[src/rtl/pesoh_pkg.sv]
// Shared types, codes and field tables for the PES optional header parser.
package pesoh_pkg;

   localparam int unsigned FIELD_COUNT = 12;
   localparam int unsigned VALUE_WIDTH = 42;
   localparam int unsigned SHIFT_WIDTH = 48;

   // Parser position: 0 idle, 1..12 collecting field (code + 1), 13 stuffing
   localparam logic [3:0] POS_IDLE  = 4'd0;
   localparam logic [3:0] POS_STUFF = 4'd13;

   typedef enum logic [3:0] {
      CODE_PTS      = 4'd0,
      CODE_DTS      = 4'd1,
      CODE_ESCR     = 4'd2,
      CODE_ES_RATE  = 4'd3,
      CODE_COPY     = 4'd4,
      CODE_CRC      = 4'd5,
      CODE_EXTFLAGS = 4'd6,
      CODE_PRIV     = 4'd7,
      CODE_PACKLEN  = 4'd8,
      CODE_SEQ      = 4'd9,
      CODE_PSTD     = 4'd10,
      CODE_EXT2     = 4'd11,
      CODE_END      = 4'd12,
      CODE_TRUNC    = 4'd13
   } field_code_type;

   // One result beat handed from the parser core to the output register
   typedef struct packed {
      logic                     valid;
      field_code_type           code;
      logic [VALUE_WIDTH-1:0]   value;
      logic                     header_end;
   } result_type;

   // Field length in bytes, by field code
   function automatic logic [2:0] field_size(input field_code_type code);
      logic [2:0] size;
      unique case (code)
         CODE_PTS, CODE_DTS:                         size = 3'd5;
         CODE_ESCR:                                  size = 3'd6;
         CODE_ES_RATE:                               size = 3'd3;
         CODE_COPY, CODE_EXTFLAGS, CODE_PACKLEN:     size = 3'd1;
         CODE_CRC, CODE_PRIV, CODE_SEQ, CODE_PSTD,
         CODE_EXT2:                                  size = 3'd2;
         default:                                    size = 3'd1;
      endcase
      return size;
   endfunction

   // Map both flag bytes onto one select bit per field, in field order
   function automatic logic [FIELD_COUNT-1:0] field_select(input logic [7:0] main_flags,
                                                           input logic [7:0] ext_flags);
      logic [FIELD_COUNT-1:0] sel;
      sel = {ext_flags[0], ext_flags[4], ext_flags[5], ext_flags[6], ext_flags[7],
             main_flags[0], main_flags[1], main_flags[2], main_flags[4], main_flags[5],
             main_flags[6], main_flags[7]};
      return sel;
   endfunction

   // First selected field at or after index start, as a position; stuffing if none
   function automatic logic [3:0] next_position(input logic [FIELD_COUNT-1:0] sel,
                                                input logic [3:0] start);
      logic [3:0] pos;
      pos = POS_STUFF;
      for (int i = FIELD_COUNT - 1; i >= 0; i--) begin
         if (sel[i] && (4'(i) >= start)) begin
            pos = 4'(i + 1);
         end
      end
      return pos;
   endfunction

endpackage

[src/rtl/pesoh_parser.sv]
// Byte-wise PES optional header parser core: field walk state and value decode.
module pesoh_parser (
   input  logic                     clock,
   input  logic                     reset,
   input  logic                     fire,
   input  logic [7:0]               data_byte,
   input  logic [7:0]               header_flags,
   input  logic                     first_byte,
   input  logic                     last_byte,
   output pesoh_pkg::result_type    result
);

   logic [3:0]                          pos_ff, pos_in;
   logic [2:0]                          count_ff, count_in;
   logic [pesoh_pkg::SHIFT_WIDTH-1:0]   shift_ff, shift_in;
   logic [7:0]                          main_ff, main_in;
   logic [7:0]                          ext_ff, ext_in;

   logic [3:0]                          pos_cur;
   logic [2:0]                          count_cur;
   logic [2:0]                          count_next;
   logic [pesoh_pkg::SHIFT_WIDTH-1:0]   shift_cur;
   logic [pesoh_pkg::SHIFT_WIDTH-1:0]   shift_next;
   logic [7:0]                          ext_cur;
   logic [7:0]                          ext_next;
   logic [3:0]                          pos_after;
   pesoh_pkg::field_code_type           code;
   logic [pesoh_pkg::VALUE_WIDTH-1:0]   value;
   logic [32:0]                         pts;
   logic [32:0]                         escr_base;

   // Apply a first byte: take new flags and restart the walk
   always_comb begin
      main_in   = first_byte ? header_flags : main_ff;
      ext_cur   = first_byte ? 8'd0 : ext_ff;
      count_cur = first_byte ? 3'd0 : count_ff;
      shift_cur = first_byte ? '0 : shift_ff;
      pos_cur   = first_byte ?
                  pesoh_pkg::next_position(pesoh_pkg::field_select(header_flags, 8'd0), 4'd0)
                  : pos_ff;
   end

   // Shift the byte in and count it
   always_comb begin
      code       = pesoh_pkg::field_code_type'(pos_cur - 4'd1);
      shift_next = {shift_cur[pesoh_pkg::SHIFT_WIDTH-9:0], data_byte};
      count_next = count_cur + 3'd1;
      ext_next   = (code == pesoh_pkg::CODE_EXTFLAGS) ? data_byte : ext_cur;
      pos_after  = pesoh_pkg::next_position(pesoh_pkg::field_select(main_in, ext_next),
                                            pos_cur);
   end

   // Decode the completed field value from the shifted bytes
   always_comb begin
      pts       = {shift_next[35:33], shift_next[31:17], shift_next[15:1]};
      escr_base = {shift_next[45:43], shift_next[41:27], shift_next[25:11]};
      case (code)
         pesoh_pkg::CODE_PTS, pesoh_pkg::CODE_DTS:
            value = 42'(pts);
         pesoh_pkg::CODE_ESCR:
            value = 42'(escr_base) * 42'd300 + 42'(shift_next[9:1]);
         pesoh_pkg::CODE_ES_RATE:
            value = 42'(shift_next[22:9]) * 42'd50;
         pesoh_pkg::CODE_COPY:
            value = 42'(shift_next[6:0]);
         pesoh_pkg::CODE_PSTD:
            value = shift_next[13] ? 42'({shift_next[8:0], 10'd0})
                                   : 42'({shift_next[8:0], 7'd0});
         default:
            value = shift_next[pesoh_pkg::VALUE_WIDTH-1:0];
      endcase
   end

   // Advance the walk and form at most one result
   always_comb begin
      pos_in            = pos_cur;
      count_in          = count_cur;
      shift_in          = shift_cur;
      ext_in            = ext_cur;
      result.valid      = 1'b0;
      result.code       = pesoh_pkg::CODE_END;
      result.value      = '0;
      result.header_end = last_byte;
      if (pos_cur == pesoh_pkg::POS_IDLE || pos_cur > pesoh_pkg::POS_STUFF) begin
         // drop bytes outside a header
      end else if (pos_cur == pesoh_pkg::POS_STUFF) begin
         if (last_byte) begin
            pos_in       = pesoh_pkg::POS_IDLE;
            result.valid = 1'b1;
         end
      end else if (count_next < pesoh_pkg::field_size(code)) begin
         count_in = count_next;
         shift_in = shift_next;
         if (last_byte) begin
            pos_in       = pesoh_pkg::POS_IDLE;
            count_in     = 3'd0;
            shift_in     = '0;
            result.valid = 1'b1;
            result.code  = pesoh_pkg::CODE_TRUNC;
         end
      end else begin
         ext_in       = ext_next;
         count_in     = 3'd0;
         shift_in     = '0;
         pos_in       = pos_after;
         result.valid = 1'b1;
         result.code  = code;
         result.value = value;
         if (last_byte) begin
            pos_in = pesoh_pkg::POS_IDLE;
            if (pos_after != pesoh_pkg::POS_STUFF) begin
               result.code  = pesoh_pkg::CODE_TRUNC;
               result.value = '0;
            end
         end
      end
   end

   // Hold parser state; update on each processed beat
   always_ff @(posedge clock) begin
      if (reset) begin
         pos_ff   <= pesoh_pkg::POS_IDLE;
         count_ff <= 3'd0;
         shift_ff <= '0;
         main_ff  <= 8'd0;
         ext_ff   <= 8'd0;
      end else if (fire) begin
         pos_ff   <= pos_in;
         count_ff <= count_in;
         shift_ff <= shift_in;
         main_ff  <= main_in;
         ext_ff   <= ext_in;
      end
   end

   a_pos_range: assert property (@(posedge clock) disable iff (reset)
      pos_ff <= pesoh_pkg::POS_STUFF)
      else $error("parser position out of range");

   a_idle_clean: assert property (@(posedge clock) disable iff (reset)
      pos_ff == pesoh_pkg::POS_IDLE |-> count_ff == 3'd0 && shift_ff == '0)
      else $error("idle parser holds partial field");

   a_last_goes_idle: assert property (@(posedge clock) disable iff (reset)
      fire && last_byte && result.valid |=> pos_ff == pesoh_pkg::POS_IDLE)
      else $error("parser not idle after last header byte");

   a_end_value_zero: assert property (@(posedge clock) disable iff (reset)
      result.valid && (result.code == pesoh_pkg::CODE_END ||
                       result.code == pesoh_pkg::CODE_TRUNC)
      |-> result.value == '0 && result.header_end)
      else $error("end or truncation result malformed");

endmodule

[src/rtl/pes_optional_header_parser_top.sv]
// Top level of the PES optional header parser: input register, core, result register.
//
// Takes one header byte per beat and gives at most one result per byte: a
// decoded field (PTS, DTS, ESCR, ES rate, copy info, CRC, extension flags,
// private data, pack length, sequence, P-STD buffer, extension2) on its final
// byte, an end result on a last byte in stuffing, or a truncation result when
// the header stops with a selected field still open. The block accepts one
// byte per clock cycle while the result side is not stalled; a byte's result
// goes from the input register to the result register when the result side
// is not stalled, and a stall holds the byte in the input register until the
// result register drains. The rate is set by the per-byte update of the field
// walk state, which completes combinationally between the input register and
// the result register.
module pes_optional_header_parser_top (
   input  logic          clock,
   input  logic          reset,
   input  logic          req_tvalid,
   output logic          req_tready,
   input  logic [15:0]   req_tdata,   // [7:0] data_byte, [15:8] header_flags
   input  logic          req_tuser,   // [0] first_byte
   input  logic          req_tlast,   // last_byte
   output logic          rsp_tvalid,
   input  logic          rsp_tready,
   output logic [47:0]   rsp_tdata,   // [41:0] field_value, [47:42] zero
   output logic [3:0]    rsp_tuser,   // [3:0] field_code
   output logic          rsp_tlast    // header_end
);

   logic                    in_valid_ff, in_valid_in;
   logic [15:0]             in_data_ff;
   logic                    in_first_ff;
   logic                    in_last_ff;
   logic                    out_valid_ff, out_valid_in;
   logic [3:0]              out_code_ff;
   logic [41:0]             out_value_ff;
   logic                    out_end_ff;
   logic                    proc_fire;
   logic                    req_fire;
   pesoh_pkg::result_type   result;

   // Process the held beat when the result register is free or draining
   assign proc_fire  = in_valid_ff && (!out_valid_ff || rsp_tready);
   assign req_tready = !in_valid_ff || proc_fire;
   assign req_fire   = req_tvalid && req_tready;

   always_comb begin
      in_valid_in = req_fire ? 1'b1 : (proc_fire ? 1'b0 : in_valid_ff);
      if (proc_fire) begin
         out_valid_in = result.valid;
      end else if (rsp_tready) begin
         out_valid_in = 1'b0;
      end else begin
         out_valid_in = out_valid_ff;
      end
   end

   // Hold the input beat
   always_ff @(posedge clock) begin
      if (reset) begin
         in_valid_ff <= 1'b0;
      end else begin
         in_valid_ff <= in_valid_in;
      end
      if (req_fire) begin
         in_data_ff  <= req_tdata;
         in_first_ff <= req_tuser;
         in_last_ff  <= req_tlast;
      end
   end

   pesoh_parser u_parser (
      .clock        (clock),
      .reset        (reset),
      .fire         (proc_fire),
      .data_byte    (in_data_ff[7:0]),
      .header_flags (in_data_ff[15:8]),
      .first_byte   (in_first_ff),
      .last_byte    (in_last_ff),
      .result       (result)
   );

   // Hold the result beat until taken
   always_ff @(posedge clock) begin
      if (reset) begin
         out_valid_ff <= 1'b0;
      end else begin
         out_valid_ff <= out_valid_in;
      end
      if (proc_fire && result.valid) begin
         out_code_ff  <= result.code;
         out_value_ff <= result.value;
         out_end_ff   <= result.header_end;
      end
   end

   assign rsp_tvalid = out_valid_ff;
   assign rsp_tdata  = {6'd0, out_value_ff};
   assign rsp_tuser  = out_code_ff;
   assign rsp_tlast  = out_end_ff;

   a_no_result_loss: assert property (@(posedge clock) disable iff (reset)
      out_valid_ff && !rsp_tready |-> !proc_fire)
      else $error("result register overwritten while stalled");

   a_in_hold: assert property (@(posedge clock) disable iff (reset)
      in_valid_ff && !proc_fire |=> in_valid_ff && $stable(in_data_ff))
      else $error("input beat lost before processing");

   a_end_has_last: assert property (@(posedge clock) disable iff (reset)
      out_valid_ff && (out_code_ff == pesoh_pkg::CODE_END ||
                       out_code_ff == pesoh_pkg::CODE_TRUNC) |-> out_end_ff)
      else $error("end or truncation result without header end");

endmodule

[config.mk]
export PLATFORM = sky130hd
export DESIGN_NAME = pes_optional_header_parser_top
export DESIGN_NICKNAME = d
export VERILOG_FILES = /design/src/rtl/pesoh_pkg.sv /design/src/rtl/pesoh_parser.sv /design/src/rtl/pes_optional_header_parser_top.sv
export SDC_FILE = /design/constraint.sdc
export NUM_CORES = 1
export LEC_CHECK = 0
export BUFFER_PORTS_ARGS = -buffer_cell sky130_fd_sc_hd__buf_2
export CORE_MARGIN = 5
export CORE_UTILIZATION = 60
export DETAILED_ROUTE_END_ITERATION = 10
export PLACE_DENSITY = 0.79
export SLEW_MARGIN = 25
export SYNTH_ARGS = -nofsm -noshare
export SYNTH_HDL_FRONTEND = slang
export SYNTH_HIERARCHICAL = 1
export SYNTH_SLANG_ARGS = --single-unit
[constraint.sdc]
create_clock -name clock -period 20.2 [get_ports clock]
set_input_delay 1.01 -clock clock [delete_from_list [all_inputs] [get_ports clock]]
set_output_delay 1.01 -clock clock [all_outputs]
set_load 0.005 [all_outputs]
==> Word-level counts from Yosys, hierarchy flattened <==
Memory sizes are Yosys's and may differ from the RTL's.
Cells that the tools add are included.
{ "totals": {"out_inout_bits": 55, "mem_count": 1, "romBits": 48, "wordCells": 128, "input_bits": 22, "regBits": 138} }
{ "classes": {"addsub": 3, "multipliers": 2, "magnitude_cmp": 14, "n_mux": 58, "eq_ne": 8, "n_reduce_logical": 28} }
{ "mem_list": {"columns": ["name", "depth", "width", "read_ports", "rd_ports_with_merged_regs", "write_ports", "line", "rtl"], "rows": [
  ["(name not given)", 16, 3, 1, 0, 0, "pesoh_pkg.sv:40", "unique case (code)"]
]} }
{ "op_table": {"columns": ["op", "count"], "rows": [
  ["$mux W48", 5],
  ["$pmux W42 S5", 1],
  ["$mux W46", 3],
  ["$mux W4", 20],
  ["$mux W8", 6],
  ["$mux W47", 1],
  ["$add A42 B9 Y42", 1],
  ["$mux W42", 1],
  ["$mul A33 B7 Y40 const B", 1],
  ["$mux W3", 11],
  ["$mul A14 B5 Y19 const B", 1],
  ["$mux W19", 1],
  ["$ge A3 B4 Y1 const A", 4],
  ["$ge A4 B4 Y1 const A", 4],
  ["$logic_and A1 B1 Y1", 15],
  ["$mux W5", 2],
  ["$eq A4 B2 Y1 const B", 2],
  ["$eq A4 B3 Y1 const B", 2],
  ["$eq A4 B4 Y1 const B", 2],
  ["$ge A1 B4 Y1 const A", 2],
  ["$ge A2 B4 Y1 const A", 2],
  ["$logic_not A4 Y1", 2],
  ["$mux W1", 7],
  ["$eq A4 B1 Y1 const B", 1],
  ["11 further kinds", 16]
]} }

==> Logic depth before layout (Yosys ltp) <==
{ "depth": {"ltp_word": 31, "ltp_mapped": 27} }

==> By module <==
Netlist, hierarchy kept.
{ "modules_own_cells": {"columns": ["module", "area_per_inst_um2", "n_inst", "cells_per_inst", "seq_area_each_um2"], "rows": [
  ["pesoh_parser", 11437.2, 1, 1540, 1121.1],
  ["pes_optional_header_parser_top", 2103.3, 1, 83, 1991.9]
]} }

==> Least setup slack after synthesis <==
No wires, ideal clock.
{ "synth_timing": {"path_type": "reg2reg", "startpoint": "reg in_first_ff", "endpoint": "reg out_value_ff[41] (data pin)", "n_path_buf": 8, "setup_ns": 0.267, "t_arrival_ns": 6.781, "stages_incl_launch_ff": 27, "slack_ns": 13.152, "path_cell_list": "edfxtp_1 > buf_2 > buf_1 > clkbuf_1 > buf_1 > clkbuf_1 > buf_1 > nor2_1 > ha_1 > fa_1 > inv_1 > fa_1 > inv_1 > ha_1 > buf_4 > a21o_1 > a221o_1 > a21oi_1 > o21ai_1 > xor2_1 > nand4_1 > or4_1 > buf_2 > or4_4 > nor4_4 > a31o_1 > o211ai_1"} }
{ "synth_via": {"elab_chain_cells": 20, "elab_cells_between_ends": 67, "classes_between": "add/sub (3); mul (1); order compare (14); eq/ne (8); mux (23); reduce/logical (17); memory (1)"} }
{ "synth_lines": {"columns": ["element", "line", "rtl"], "rows": [
  ["start, declared", "pes_optional_header_parser_top.sv:31", "logic in_first_ff;"],
  ["start signal, assigned", "pes_optional_header_parser_top.sv:66", "in_first_ff <= req_tuser;"],
  ["branches (longest 20 deep; another with $add A42 B9 Y42)", null, null],
  ["end signal, assigned", "pes_optional_header_parser_top.sv:91", "out_value_ff <= result.value;"],
  ["end, declared", "pes_optional_header_parser_top.sv:35", "logic [41:0] out_value_ff;"]
]} }
Parallel ways; which one is timed is not known. The select of a mux whose other input is x is not followed.
A chain may end at the register's enable or synchronous reset.

==> Final worst setup path <==
{ "layout_timing": {"startpoint": "reg in_first_ff", "endpoint": "reg out_value_ff[38] (data pin)"} }
Same word-level chain as after synthesis.

==> flow_summary.toml <==
[global_routing]
overflow = 0
grt_usage = 0.295
grt_max_degree = 59
antenna_found_initial = 0
grt_pass1_wl_um = 62200
grt_pass1_vias = 12200

[clock_network]
cts.sinks = 122
numCtsBuffers = 17
root_buffer = "clkbuf_16"
cts_buffer_depth = 2
post_cts_resized = 0
cts_setup_buffers = 0
htree_levels = 4
cts_tree = "built"
clkTransAtPathRegs_ns = 0.06
ctsHoldBuffers = 0
clk_latency_ns = 0.43

[route]
wl_um = 38400
post-route-drc-count = 0
vias_per_cell = 6.27
firstDrtPassIters = 8
drtIter0Drc = 1311
wl_per_cell_um = 19.7
num_vias = 12200
detail-route-antenna-nets = 0

[layout]
finish.utilization = 0.652
area_growth_pct = 8.27
mostFrequentLayoutCell = "inv_1"
nets = 1888
drive_gt1_frac = 0.0913
final_cell_mix = "inv_1 (219), nor2_1 (151), ha_1 (148), nand2_1 (102), a21oi_1 (99)"
antenna_cells = 0

[place]
port_buffers = 69
dp_hpwl_um = 28900
routabilityCongestion = 0.953

[floorplan]
start_util = 0.602
dieArea_um2 = 25600
placementRows = 55
die_h_um = 160
die_x_um = 160
core_area_um2 = 22400
ios = 77

[power]
p_leak_nw = 6.72
p_per_area_nw_per_um2 = 49.7
irDropWorstVdd_mv = 0.0772

[sta]
min_period_ns = 7.19
final-setup-viol-count = 0
fin_skew_ns = 0.0120
worstMarginPinSlew_ns = 0.972
relSlewSlack = 0.352
hold_viol = 0
tns_ns = 0
fin_crit_sh = 0.356
finalMaxSlewViolations = 0
fmax_mhz = 139
rsz0062_at_grt = "no"

[critical_path]
critPathLaunchType = "flop"
crit_required_ns = 20.34
critPathKind = "flop to flop"
cp_max_fo = 36
r2r_cells = 21
end_kind = "flop"
cp.arrival_ns = 7.33

[worst_hold_path]
hold_class = "flop to flop"
hold_depth = 2

[yosys]
netlist_area_um2 = 13500
avgSynthCellArea_um2 = 8.33
synth_cells = 1622
yosys_warnings = 6

[outcome]
status = "completed"

[job]
cap_violations = 0
## path summary, 6_finish.rpt
path / from / to / slack, ns
setup / recovery: in_first_ff / out_value_ff[38] / 13.01
hold / removal: u_parser/main_ff[4] / u_parser/main_ff[4] / 0.46
setup reg to reg: in_first_ff / out_value_ff[38] / 13.01
hold reg to reg: u_parser/main_ff[4] / u_parser/main_ff[4] / 0.46
## metal layers
layer | GRT usage | vias to the layer above | share of wire
li1 | - | 5749 | -
met2 | 0.474 | 571 | 0.46
met4 | 0.113 | 0 | 0.031
met1 | 0.405 | 5819 | 0.44
met3 | 0.0428 | 91 | 0.073
met5 | 0 | - | 0
## flip-flops by register name (all words and copies together) (netlist names)
| register | count |
|---|---|
| in_last_ff | 1 |
| u_parser/count_ff | 3 |
| u_parser/shift_ff | 37 |
| out_value_ff | 42 |
| u_parser/main_ff | 7 |
| in_first_ff | 1 |
| rsp_tlast | 1 |
| u_parser/pos_ff | 4 |
| in_data_ff | 15 |
| in_valid_ff | 1 |
| rsp_tvalid | 1 |
| rsp_tuser | 4 |
| u_parser/ext_ff | 5 |
## critical path: stages, from the launching register on
cell	delay [ns]
edfxtp_1	0.32
buf_4	0.36
inv_1	0.24
nand2_1	0.19
clkinv_1	0.47
ha_1	0.51
fa_1	0.55
inv_1	0.05
fa_1	0.50
inv_1	0.04
ha_1	0.40
nand2_1	0.14
or3_1	0.39
o21ai_1	0.30
o2111a_1	0.33
nor4_1	0.08
a311oi_1	0.54
nor4bb_1	0.47
nand3_1	0.31
nor4b_1	0.44
xor2_1	0.18
o22ai_1	0.08
## per-stage QoR
step | power, mW | cell area [um2] | cells | hold slack, ns | worst slack, ns
final | 0.727 | 14600 | 1950 | 0.460 | 13.01
after global routing | 0.753 | 14600 | 1950 | 0.490 | 12.55
after CTS | 0.724 | 14600 | 1950 | 0.461 | 13.10
after detailed placement | 0.407 | 14000 | 1918 | 0.453 | 13.12
after global placement | 0.405 | 14000 | 1918 | 0.441 | 13.20
after floorplan | 0.368 | 13500 | 1627 | 0.434 | 13.15
## report_power, final
part           switching [mW]  internal [mW]
combinational          0.0849         0.0390
clock                   0.132          0.189
sequential            0.00786          0.274
## layout make-up
type	instances	area [um2]
Clock buffer	19	443
Tap cell	285	357
Inverter	220	826
Sequential cell	122	3080
Timing Repair Buffer	84	460
Fill cell	1854	7810
Clock inverter	13	156
Multi-Input combinational cell	1207	9300
Note: power is estimated with default switching activity, not from simulation.
